## config.mk

```make
export PLATFORM = sky130hd
export DESIGN_NAME = uart_receiver_with_fifo_unit
export DESIGN_NICKNAME = d
export VERILOG_FILES = /design/src/ufr_pkg.sv /design/src/uart_receiver_with_fifo_unit.sv
export VERILOG_INCLUDE_DIRS = /design/src /design/src/src
export SDC_FILE = /design/constraint.sdc
export NUM_CORES = 1
export LEC_CHECK = 0
export BUFFER_PORTS_ARGS = -buffer_cell sky130_fd_sc_hd__buf_2
export CAP_MARGIN = 5
export CORE_ASPECT_RATIO = 0.7
export CORE_MARGIN = 2
export CORE_UTILIZATION = 30
export DETAILED_ROUTE_END_ITERATION = 10
export GPL_ROUTABILITY_DRIVEN = 0
export GPL_TIMING_DRIVEN = 0
export MAX_ROUTING_LAYER = met4
export PLACE_DENSITY = 0.5
export SYNTH_ARGS = -nofsm -noshare
export SYNTH_HDL_FRONTEND = slang
export SYNTH_SLANG_ARGS = --single-unit
export TNS_END_PERCENT = 1
```

## constraint.sdc

```tcl
create_clock -name clk -period 6.7 [get_ports clk]
set_input_delay 0.67 -clock clk [delete_from_list [all_inputs] [get_ports clk]]
set_output_delay 0.67 -clock clk [all_outputs]
set_load 0.01 [all_outputs]
```

## src/uart_receiver_with_fifo_unit_assert.svh

```systemverilog
// Assertion macros shared by the receiver RTL; they compile to nothing in synthesis.
`ifndef UART_RECEIVER_WITH_FIFO_UNIT_ASSERT_SVH
`define UART_RECEIVER_WITH_FIFO_UNIT_ASSERT_SVH

`ifndef SYNTHESIS
// Consequent must hold in the same cycle as the antecedent.
`define UFR_ASSERT_NOW(lbl, ante, cons) \
  lbl: assert property (@(posedge clk) disable iff (!rst_n) (ante) |-> (cons)) \
    else $error("uart receiver assertion failed");
// Consequent must hold in the cycle after the antecedent.
`define UFR_ASSERT_NEXT(lbl, ante, cons) \
  lbl: assert property (@(posedge clk) disable iff (!rst_n) (ante) |=> (cons)) \
    else $error("uart receiver assertion failed");
`else
`define UFR_ASSERT_NOW(lbl, ante, cons)
`define UFR_ASSERT_NEXT(lbl, ante, cons)
`endif

`endif

```

## src/ufr_pkg.sv

```systemverilog
// Types and constants of the UART receiver with receive FIFO.
`timescale 1ns / 1ps

package ufr_pkg;

  // Configuration register indexes.
  localparam int CfgIdxW = 3;
  localparam logic [CfgIdxW-1:0] CFG_ENABLE       = 3'd0;
  localparam logic [CfgIdxW-1:0] CFG_INVERT       = 3'd1;
  localparam logic [CfgIdxW-1:0] CFG_CENTER_DELAY = 3'd2;
  localparam logic [CfgIdxW-1:0] CFG_BIT_DELAY    = 3'd3;
  localparam logic [CfgIdxW-1:0] CFG_STOP_DELAY   = 3'd4;

  localparam int CfgDataW = 16;
  localparam int FillW    = 6;

  // One input item: a line sample plus FIFO strobes.
  typedef struct packed {
    logic line_level;
    logic pop_request;
    logic flush_request;
  } ufr_in_t;

  // One result item.
  typedef struct packed {
    logic [7:0]       head_byte;
    logic             head_valid;
    logic [FillW-1:0] fill_count;
    logic             overflow;
    logic             byte_done;
  } ufr_out_t;

endpackage

```

## src/uart_receiver_with_fifo_unit.sv

```systemverilog
// UART 8N1 receiver with a ring FIFO, one line sample tick per item.
//
// Usage: every input item carries one sample of the receive line plus pop and
// flush strobes. Every accepted item yields exactly one result item, showing
// the FIFO head byte and fill count as they were before this item's pop, the
// sticky overflow flag and a strobe for a frame completed on this tick.
// The registers (enable, invert, center, bit and stop delay) are written over
// the cfg_ port while no item is in flight. Enabling the receiver empties the
// FIFO and clears overflow; disabling aborts a frame in progress.
// A result appears in the cycle after its item is taken.
// Throughput is one item per cycle unless results stall, set by the single result
// register; the head byte comes from a synchronous read of the FIFO memory into
// that stage. When the receiver of results stalls, the result register holds and
// the input channel is stalled; no item is lost or repeated.
// Reset (synchronous, active low) disables the receiver, clears all registers
// but the head read register, clears the pointers and leaves no result pending.
// The FIFO memory is not cleared; its unwritten entries are never shown.
`timescale 1ns / 1ps
`include "uart_receiver_with_fifo_unit_assert.svh"

module uart_receiver_with_fifo_unit #(
  parameter int FIFO_DEPTH = 64
) (
  input  logic                          clk,
  input  logic                          rst_n,
  input  logic                          in_valid,
  output logic                          in_stall,
  input  ufr_pkg::ufr_in_t              in_data,
  output logic                          out_valid,
  input  logic                          out_stall,
  output ufr_pkg::ufr_out_t             out_data,
  input  logic                          cfg_we,
  input  logic [ufr_pkg::CfgIdxW-1:0]   cfg_index,
  input  logic [ufr_pkg::CfgDataW-1:0]  cfg_wdata
);
  import ufr_pkg::*;

  localparam int PtrW = (FIFO_DEPTH > 1) ? $clog2(FIFO_DEPTH) : 1;
  localparam logic [PtrW-1:0] PtrLast = PtrW'(FIFO_DEPTH - 1);
  localparam logic [PtrW:0]   DepthExt = (PtrW + 1)'(FIFO_DEPTH);

  typedef enum logic [1:0] {
    PH_IDLE,
    PH_CENTER,
    PH_DATA,
    PH_STOP
  } rx_phase_t;

  // Configuration registers.
  logic        enable_r, enable_nxt;
  logic        invert_r, invert_nxt;
  logic [15:0] center_delay_r, center_delay_nxt;
  logic [15:0] bit_delay_r, bit_delay_nxt;
  logic [15:0] stop_delay_r, stop_delay_nxt;

  // Receiver and FIFO control state.
  rx_phase_t   phase_r, phase_nxt;
  logic [15:0] tick_count_r, tick_count_nxt;
  logic [2:0]  bit_index_r, bit_index_nxt;
  logic [7:0]  shift_byte_r, shift_byte_nxt;
  logic        overflow_r, overflow_nxt;
  logic [PtrW-1:0] head_ptr_r, head_ptr_nxt;
  logic [PtrW-1:0] tail_ptr_r, tail_ptr_nxt;

  // Result stage.
  logic             out_valid_r, out_valid_nxt;
  logic             head_valid_r, head_valid_nxt;
  logic [FillW-1:0] fill_count_r, fill_count_nxt;
  logic             res_overflow_r, res_overflow_nxt;
  logic             byte_done_r, byte_done_nxt;
  logic [7:0]       rd_data_r;

  // FIFO memory.
  logic [7:0] fifo_mem [FIFO_DEPTH];

  // Combinational helpers.
  logic            accept;
  logic [PtrW:0]   fill_ext;
  logic [PtrW-1:0] fill_cnt;
  logic            fifo_nonempty;
  logic [PtrW-1:0] head_mid;
  logic [PtrW-1:0] tail_mid;
  logic [PtrW-1:0] tail_inc;
  logic            push;
  logic [7:0]      push_byte;
  logic            start_level;

  assign accept    = in_valid && !in_stall;
  assign in_stall  = out_valid_r && out_stall;
  assign out_valid = out_valid_r;

  // Result fields; the head byte is forced to zero when nothing is held.
  assign out_data.head_byte  = head_valid_r ? rd_data_r : 8'd0;
  assign out_data.head_valid = head_valid_r;
  assign out_data.fill_count = fill_count_r;
  assign out_data.overflow   = res_overflow_r;
  assign out_data.byte_done  = byte_done_r;

  // Occupancy of the ring, which always leaves one slot free.
  always_comb begin
    if (tail_ptr_r >= head_ptr_r) begin
      fill_ext = {1'b0, tail_ptr_r} - {1'b0, head_ptr_r};
    end else begin
      fill_ext = {1'b0, tail_ptr_r} + DepthExt - {1'b0, head_ptr_r};
    end
    fill_cnt      = enable_r ? fill_ext[PtrW-1:0] : '0;
    fifo_nonempty = (fill_cnt != '0);
  end

  assign start_level = invert_r;

  // Next-state logic: configuration writes, then one receiver tick per item.
  always_comb begin
    enable_nxt       = enable_r;
    invert_nxt       = invert_r;
    center_delay_nxt = center_delay_r;
    bit_delay_nxt    = bit_delay_r;
    stop_delay_nxt   = stop_delay_r;
    phase_nxt        = phase_r;
    tick_count_nxt   = tick_count_r;
    bit_index_nxt    = bit_index_r;
    shift_byte_nxt   = shift_byte_r;
    overflow_nxt     = overflow_r;
    head_ptr_nxt     = head_ptr_r;
    tail_ptr_nxt     = tail_ptr_r;
    head_mid         = head_ptr_r;
    tail_mid         = tail_ptr_r;
    tail_inc         = '0;
    push             = 1'b0;
    push_byte        = shift_byte_r ^ {8{invert_r}};
    byte_done_nxt    = 1'b0;

    if (cfg_we) begin
      case (cfg_index)
        CFG_ENABLE: begin
          if (cfg_wdata[0]) begin
            if (!enable_r) begin
              head_ptr_nxt   = '0;
              tail_ptr_nxt   = '0;
              overflow_nxt   = 1'b0;
              phase_nxt      = PH_IDLE;
              tick_count_nxt = '0;
              bit_index_nxt  = '0;
              shift_byte_nxt = '0;
            end
            enable_nxt = 1'b1;
          end else begin
            enable_nxt     = 1'b0;
            phase_nxt      = PH_IDLE;
            tick_count_nxt = '0;
            bit_index_nxt  = '0;
            shift_byte_nxt = '0;
          end
        end
        CFG_INVERT:       invert_nxt       = cfg_wdata[0];
        CFG_CENTER_DELAY: center_delay_nxt = cfg_wdata;
        CFG_BIT_DELAY:    bit_delay_nxt    = cfg_wdata;
        CFG_STOP_DELAY:   stop_delay_nxt   = cfg_wdata;
        default: ;
      endcase
    end else if (accept && enable_r) begin
      // Pop, then flush.
      if (in_data.pop_request && (head_ptr_r != tail_ptr_r)) begin
        head_mid = (head_ptr_r == PtrLast) ? '0 : head_ptr_r + 1'b1;
      end
      if (in_data.flush_request) begin
        head_mid = '0;
        tail_mid = '0;
      end
      tail_inc     = (tail_mid == PtrLast) ? '0 : tail_mid + 1'b1;
      head_ptr_nxt = head_mid;
      tail_ptr_nxt = tail_mid;

      // Receiver tick.
      case (phase_r)
        PH_IDLE: begin
          if ((stop_delay_r != 16'd0) && (in_data.line_level == start_level)) begin
            phase_nxt      = PH_CENTER;
            tick_count_nxt = center_delay_r;
            bit_index_nxt  = '0;
            shift_byte_nxt = '0;
          end
        end
        PH_CENTER: begin
          if (tick_count_r > 16'd1) begin
            tick_count_nxt = tick_count_r - 16'd1;
          end else begin
            phase_nxt      = PH_DATA;
            tick_count_nxt = bit_delay_r;
          end
        end
        PH_DATA: begin
          if (tick_count_r > 16'd1) begin
            tick_count_nxt = tick_count_r - 16'd1;
          end else begin
            shift_byte_nxt[bit_index_r] = shift_byte_r[bit_index_r] | in_data.line_level;
            if (bit_index_r == 3'd7) begin
              phase_nxt      = PH_STOP;
              tick_count_nxt = stop_delay_r;
            end else begin
              bit_index_nxt  = bit_index_r + 3'd1;
              tick_count_nxt = bit_delay_r;
            end
          end
        end
        PH_STOP: begin
          if (tick_count_r > 16'd1) begin
            tick_count_nxt = tick_count_r - 16'd1;
          end else begin
            // Frame complete: push the byte or flag the drop.
            if (tail_inc != head_mid) begin
              push         = 1'b1;
              tail_ptr_nxt = tail_inc;
            end else begin
              overflow_nxt = 1'b1;
            end
            byte_done_nxt  = 1'b1;
            phase_nxt      = PH_IDLE;
            tick_count_nxt = '0;
            bit_index_nxt  = '0;
            shift_byte_nxt = '0;
          end
        end
        default: phase_nxt = PH_IDLE;
      endcase
    end
  end

  // Result stage next values.
  always_comb begin
    head_valid_nxt   = head_valid_r;
    fill_count_nxt   = fill_count_r;
    res_overflow_nxt = res_overflow_r;
    out_valid_nxt    = out_valid_r && out_stall;
    if (accept) begin
      out_valid_nxt    = 1'b1;
      head_valid_nxt   = fifo_nonempty;
      fill_count_nxt   = FillW'(fill_cnt);
      res_overflow_nxt = overflow_nxt;
    end
  end

  // State and registered outputs.
  always_ff @(posedge clk) begin
    if (!rst_n) begin
      enable_r       <= 1'b0;
      invert_r       <= 1'b0;
      center_delay_r <= '0;
      bit_delay_r    <= '0;
      stop_delay_r   <= '0;
      phase_r        <= PH_IDLE;
      tick_count_r   <= '0;
      bit_index_r    <= '0;
      shift_byte_r   <= '0;
      overflow_r     <= 1'b0;
      head_ptr_r     <= '0;
      tail_ptr_r     <= '0;
      out_valid_r    <= 1'b0;
      head_valid_r   <= 1'b0;
      fill_count_r   <= '0;
      res_overflow_r <= 1'b0;
      byte_done_r    <= 1'b0;
    end else begin
      enable_r       <= enable_nxt;
      invert_r       <= invert_nxt;
      center_delay_r <= center_delay_nxt;
      bit_delay_r    <= bit_delay_nxt;
      stop_delay_r   <= stop_delay_nxt;
      phase_r        <= phase_nxt;
      tick_count_r   <= tick_count_nxt;
      bit_index_r    <= bit_index_nxt;
      shift_byte_r   <= shift_byte_nxt;
      overflow_r     <= overflow_nxt;
      head_ptr_r     <= head_ptr_nxt;
      tail_ptr_r     <= tail_ptr_nxt;
      out_valid_r    <= out_valid_nxt;
      head_valid_r   <= head_valid_nxt;
      fill_count_r   <= fill_count_nxt;
      res_overflow_r <= res_overflow_nxt;
      if (accept) begin
        byte_done_r <= byte_done_nxt;
      end
    end
  end

  // FIFO memory: one write port at the tail, registered read at the head.
  always_ff @(posedge clk) begin
    if (push) begin
      fifo_mem[tail_mid] <= push_byte;
    end
    if (accept) begin
      rd_data_r <= fifo_mem[head_ptr_r];
    end
  end

  // The receiver only runs while enabled.
  `UFR_ASSERT_NOW(a_rx_needs_enable, phase_r != PH_IDLE, enable_r)
  // A disabled receiver reports an empty FIFO.
  `UFR_ASSERT_NEXT(a_disabled_empty, accept && !enable_r,
                   !out_data.head_valid && (out_data.fill_count == '0))
  // Overflow stays set until the receiver is re-enabled or reset.
  `UFR_ASSERT_NEXT(a_overflow_sticky, enable_r && overflow_r && !cfg_we, overflow_r)
  // An expiring stop wait always reports a completed frame.
  `UFR_ASSERT_NEXT(a_stop_done,
                   accept && !cfg_we && enable_r && (phase_r == PH_STOP) &&
                   (tick_count_r <= 16'd1),
                   out_data.byte_done && (phase_r == PH_IDLE))

endmodule

```

# After elaboration in Yosys (flattened, before gate mapping)
# Memories as Yosys holds them, arrays and structs flattened. A register that Yosys moved wholly into a read port is not among the register bits.
# Index checks and enable logic that the tools add are counted.
# op_classes
addsub	7
order_cmp	4
n_eq_ne	23
n_mux	91
n_bitwise	2
reduce_logical	23
# ops
operator	count
2-to-1 mux 16 bit	10
2-to-1 mux 6 bit	23
2-to-1 mux 8 bit	9
one-hot mux 16 bit (4 select lines)	1
2-to-1 mux 3 bit	9
one-hot mux 8 bit (3 select lines)	1
2-to-1 mux 1 bit	23
inequality test 3 bit (second input constant)	7
2-to-1 mux 2 bit	10
adder 6 x 1 -> 6 bit (second input constant)	3
> comparator 16 x 1 -> 1 bit (second input constant)	1
AND reduction 8 bit	2
nonzero test 16 bit	1
subtractor 16 x 1 -> 16 bit (second input constant)	1
equality test 6 bit (second input constant)	2
inequality test 6 bit	2
subtractor 6 bit	2
AND reduction 2 bit	5
one-hot mux 3 bit (3 select lines)	1
bitwise mux 8 bit	1
one-hot mux 2 bit (4 select lines)	1
AND reduction 4 bit	2
XOR 8 bit	1
AND reduction 7 bit	1
other kinds (22)	31
# word_totals
register_bits	102
ram_bits	512
in_bits	27
out_inout_bits	19
elab_cells	168
n_memories	1
# mem_list
name	words	word_bits	rd	rd_clocked_by_memory_dff	write_ports	line_no	text
fifo_mem	64	8	1	1	1	uart_receiver_with_fifo_unit.sv:74	logic [7:0] fifo_mem [FIFO_DEPTH];

# Depth between registers and ports, before layout
# depth
word_depth	16
depth_mapped	17
depth_no_buf	11

# Least setup slack after synthesis
# OpenSTA, ideal clock, no wires.
# synth_path
path_kind	reg-to-reg
start	register head_ptr_r[1]
end	memory fifo_mem[36][0] (enable)
setup_ns	0.395
arrival_time_ns	4.343
required_ns	6.305
path_slack_ns	1.962
stages_incl_launch_ff	16
path_buffers	6
synth_period_minus_slack_ns	4.738
cell_sequence	dfxtp_1 -> clkbuf_1 -> clkbuf_1 -> clkbuf_1 -> clkbuf_1 -> inv_1 -> ha_1 -> nand3_1 -> or4_1 -> o211a_1 -> xnor2_1 -> o2111ai_1 -> nor4_2 -> buf_2 -> buf_2 -> nor4_1
# synth_between
elab_chain_len	14
word_cells_on_any_way	17
classes_between	1 x add/sub; 3 x eq/ne; 12 x mux; 1 x reduce/logical
# synth_lines
element	line_no	text
start, declared	uart_receiver_with_fifo_unit.sv:62	logic [PtrW-1:0] head_ptr_r, head_ptr_nxt;
start signal, assigned	uart_receiver_with_fifo_unit.sv:274	head_ptr_r <= head_ptr_nxt;
adder 6 x 1 -> 6 bit, or another cell as far along	uart_receiver_with_fifo_unit.sv:164	head_mid = (head_ptr_r == PtrLast) ? '0 : head_ptr_r + 1'b1;
2-to-1 mux 6 bit or logical AND 1 bit (tied branches)	uart_receiver_with_fifo_unit.sv:164, uart_receiver_with_fifo_unit.sv:163	
2-to-1 mux 6 bit (*)	uart_receiver_with_fifo_unit.sv:163	if (in_data.pop_request && (head_ptr_r != tail_ptr_r)) begin
2-to-1 mux 6 bit (*)	uart_receiver_with_fifo_unit.sv:166	if (in_data.flush_request) begin
2-to-1 mux 6 bit (*)	uart_receiver_with_fifo_unit.sv:161	end else if (accept && enable_r) begin
2-to-1 mux 6 bit (*)	uart_receiver_with_fifo_unit.sv:133	if (cfg_we) begin
inequality test 6 bit (*)	uart_receiver_with_fifo_unit.sv:211	if (tail_inc != head_mid) begin
2-to-1 mux 1 bit (*)	uart_receiver_with_fifo_unit.sv:211	
2-to-1 mux 1 bit (*)	uart_receiver_with_fifo_unit.sv:207	if (tick_count_r > 16'd1) begin
2-to-1 mux 1 bit (*)	uart_receiver_with_fifo_unit.sv:175	case (phase_r)
2-to-1 mux 1 bit (*)	uart_receiver_with_fifo_unit.sv:161	
2-to-1 mux 1 bit (*)	uart_receiver_with_fifo_unit.sv:133	
2-to-1 mux 1 bit (*)	uart_receiver_with_fifo_unit.sv:288	if (push) begin
2-to-1 mux 1 bit (implied by the code) (*)	uart_receiver_with_fifo_unit.sv:289	fifo_mem[tail_mid] <= push_byte;
end, declared	uart_receiver_with_fifo_unit.sv:74	
# Mark *: on every way between the ends. The rest lies on a longest branch, timed or not. The select of a mux whose other input is x is not followed.

# Final worst setup path
# layout_path
start	register head_ptr_r[1]
end	memory fifo_mem[15][2] (enable)
# The elaborated chain is that of the path after synthesis.

==> summary.md <==
| Metric | Value |
|---|---|
| Element type at the critical path end | `register` |
| Core area | `0.0847 mm^2` |
| CP Max Fanout | `10` |
| Gate power share | `0.013` |
| Final Util | `0.357` |
| Internal | `between 0.006 and 0.007 W` |
| DP HPWL | `50400 um` |
| Ys async rst share | `0` |
| Sw Pwr | `approximately 0.0016 W` |
| Slew at the pin closest to its max-slew limit | `1.20 ns` |
| Register area share after synthesis | `0.684` |
| CP Cell Sequence | `clkbuf_1, clkbuf_2, clkbuf_1, clkbuf_2, inv_1, ha_1, nand3_1, o31ai_1, o21ai_0, and3_1, o2111ai_1, nor4_2, or3_1, clkbuf_1, nor2_1` |
| Top FF cell, synth | `edfxtp_1` |
| Total number of vias | `15.3k` |
| GRT overflow | `0` |
| Final setup skew | `0.0328 ns` |
| Switch share | `0.206` |
| Largest net degree at the start of global routing | `41` |
| Synth Net Count | `1643` |
| GRT Total Usage | `0.164` |
| Arrival @ worst endpoint | `6.33 ns` |
| CP Launch Type | `register` |
| Cts hold-fix bufs | `0` |
| Sequential share of power | `0.536` |
| Num Clock Sinks | `about 620` |
| Min-Delay Path Class | `input port to register` |
| Worst path bufs/invs | `6` |
| Placed cells | `2831` |
| PnR Total Power | `a little under 0.008 W` |
| Worst path required time | `6.95 ns` |
| Fillers | `7970` |
| Synth Cell Area | `0.0258 mm^2` |
| Setup CP Type | `register to register` |
| Status | `finished, final reports clean` |
| Final ANT Viol Nets | `0` |
| Cell family contributing the most delay on the critical path | `buffers and inverters` |
| Skew-Pair Late Insertion Delay | `0.66 ns` |
| I/O pins | `46` |
| Routed Wire Length | `71300 um` |
| Avg WL per Cell | `around 24 um` |
| Yosys warnings | `0` |
| Number of global-route vias before repair | `15.1k` |
| Cell taking the most area after synthesis | `edfxtp_1` |
| Endpoints failing setup | `0` |
| Clk Tree Root Cell | `clkbuf_16` |
| DRC | `0` |
| Crit-path most repeated cell | `clkbuf_1` |
| Mapped Cells | `1600` |
| Clock Pin Slew Worst Setup and Hold Paths | `0.06 ns` |
| Max Freq | `164 MHz` |
| DR vias/cell | `5.19` |
| LEAKAGE | `8.56 nW` |
| RSZ-0062 raised after global routing | `no` |
| Synth area leaders | `edfxtp_1 61%, mux4_2 14%, dfxtp_1 7.9%, nand2_1 2.3%, a21oi_1 1.9%` |
| Num CTS Buffers | `61` |
| Avg Inst Size Synth | `around 16 um^2` |
| Initial core utilization | `0.304` |
| Netlist cell types | `76` |
| Share of cells above drive strength 1 | `0.234` |
| Max-cap violations | `0` |
| Initial DRC count | `1648` |
| Final Critical Period | `6.08 ns` |
| Post-synth EDFFs | `520` |
| Die width | `355 um` |
| ANT cells | `0` |
| H-tree level count | `2` |
| Final Max Slew Viols | `0` |
| Final Hold Violating Endpoints | `0` |
| CTS tree | `built` |
| Synth Register Bits | `622` |
| Power Density | `~260 mW/mm^2` |
| Row count | `89` |
| Initial antenna violation count | `1` |
| Delay of the slowest critical-path stage | `0.90 ns` |
| Post-CTS Setup Inserts | `0` |
| Count of input and output buffers | `45` |
| First-pass GRT wire length | `approximately 100000 um` |
| Top cells by count, synth | `520 x edfxtp_1, 160 x mux4_2, 156 x nand2_1` |
| Clock share of power | `0.451` |
| Slew margin rel. | `0.199` |
| Final Cycle Share | `0.908` |
| Die height | `249 um` |
| Worst path slowest cell | `nor2_1` |
| Die Area | `about 0.088 mm^2` |
| Post-layout nets | `1800` |
| Final Non-Filler Cells | `~3k` |
| DRT Pass-1 Iters | `5` |
| Synth top area share | `0.605` |
| Top-count cell post-synth | `edfxtp_1` |
| Area Growth Syn to Fin | `17.3%` |
| Clk buf depth | `3` |
| VDD IR max | `0.000231 V` |
## sequential cells by signal, indices dropped and copies added (netlist names), 2 cells and up
register,cells
bit_delay_r,16
bit_index_r,3
center_delay_r,16
fifo_mem,512
fill_count_r,6
head_ptr_r,6
phase_r,2
rd_data_r,8
shift_byte_r,8
stop_delay_r,16
tail_ptr_r,6
tick_count_r,16
## cells by family (layout without fill, tap and decap cells)
kind of cell | count (synthesis) | after routing | share of synthesized area
DFF | 622 | 622 | 0.684
and+or+nand+nor | 406 | 406 | 0.0775
AOI/OAI and AO/OA | 233 | 233 | 0.0567
muxes | 164 | 164 | 0.141
buffers and inverters | 125 | 333 | 0.0201
xor gates and xnor gates | 34 | 34 | 0.0121
adders and majority gates | 16 | 16 | 0.00805
## placed cells by master (no fill, tap or decap), drive strengths merged, types with 8 or more instances in the layout
master / n
a211oi: 14
a21oi: 97
a221oi: 19
a22oi: 16
a31oi: 16
and2: 33
buf: 132
bufinv: 8
clkbuf: 134
clkinv: 32
dfxtp: 102
edfxtp: 520
ha: 15
inv: 23
mux4: 160
nand2: 157
nand2b: 11
nand3: 29
nor2: 60
nor3: 34
nor4: 29
o21ai: 30
or3: 10
xnor2: 19
xor2: 14
## power groups by stage
| stage | clock network, W | logic (W) | registers (W) |
|---|---|---|---|
| after floorplan | 0 | 0.0000452 | 0.00425 |
| after global placement | 0 | 0.0000929 | 0.00425 |
| after detailed placement | 0 | 0.000103 | 0.00425 |
| after CTS | 0.00358 | 0.000103 | 0.00416 |
| after global routing | 0.00373 | 0.000112 | 0.00416 |
| final | 0.00350 | 0.000103 | 0.00416 |
## worst reg2reg max path, delay by kind of cell, from the launching register on
kind,cells,cell delay (ns)
buf+inv,6,2.33
fa+ha+maj,1,0.34
simple gates,5,1.79
flops,1,0.33
compound gates,3,0.90
## final timing paths
kind                                      from                            to  slack, ns  cells after the start
setup / recovery    head_ptr_r[1]$_SDFFE_PN0P_     fifo_mem[15][2]$_DFFE_PP_       0.62                     15
hold / removal                        in_valid          out_valid$_SDFF_PN0_       0.29                      2
setup reg to reg    head_ptr_r[1]$_SDFFE_PN0P_     fifo_mem[15][2]$_DFFE_PP_       0.62                     15
hold reg to reg   bit_delay_r[11]$_SDFFE_PN0P_  bit_delay_r[11]$_SDFFE_PN0P_       0.46                      2
## metrics by stage
stage	instance area, um^2	TNS [ns]	hold slack, ns	setup slack (ns)
2_1_floorplan	25800	0	0.436	1.96
3_3_place_gp	27500	-119.78	0.444	-1.02
3_5_place_dp	28200	-2.23	0.451	-0.141
4_1_cts	30300	0	0.256	0.0872
5_1_grt	30300	0	0.288	0.229
6_report	30300	0	0.290	0.619
## layer usage
layer / share of wire / wire length (um) / GRT usage
met5: 0 / 0 / -
met3: 0.088 / 6270 / 0.0420
met2: 0.42 / 29600 / 0.219
met1: 0.48 / 33900 / 0.247
met4: 0.020 / 1440 / 0.0370
## timing repair
action,4_1_cts,5_1_grt
gates cloned,0,0
gates resized for setup,2,5
endpoints found under the setup margin,16,332
## area by class of cell
cell class / count / area (um^2) / share of cell area
Inverter: 23 / 86.3 / 0.00285
Timing Repair Buffer: 94 / 707 / 0.0234
Clock buffer: 70 / 1570 / 0.0519
Sequential cell: 622 / 17700 / 0.584
Clock inverter: 44 / 445 / 0.0147
Multi-Input combinational cell: 853 / 7940 / 0.262
Tap cell: 1137 / 1420 / 0.0470
Buffer: 102 / 435 / 0.0144
Power figures use the tool's default switching activity.
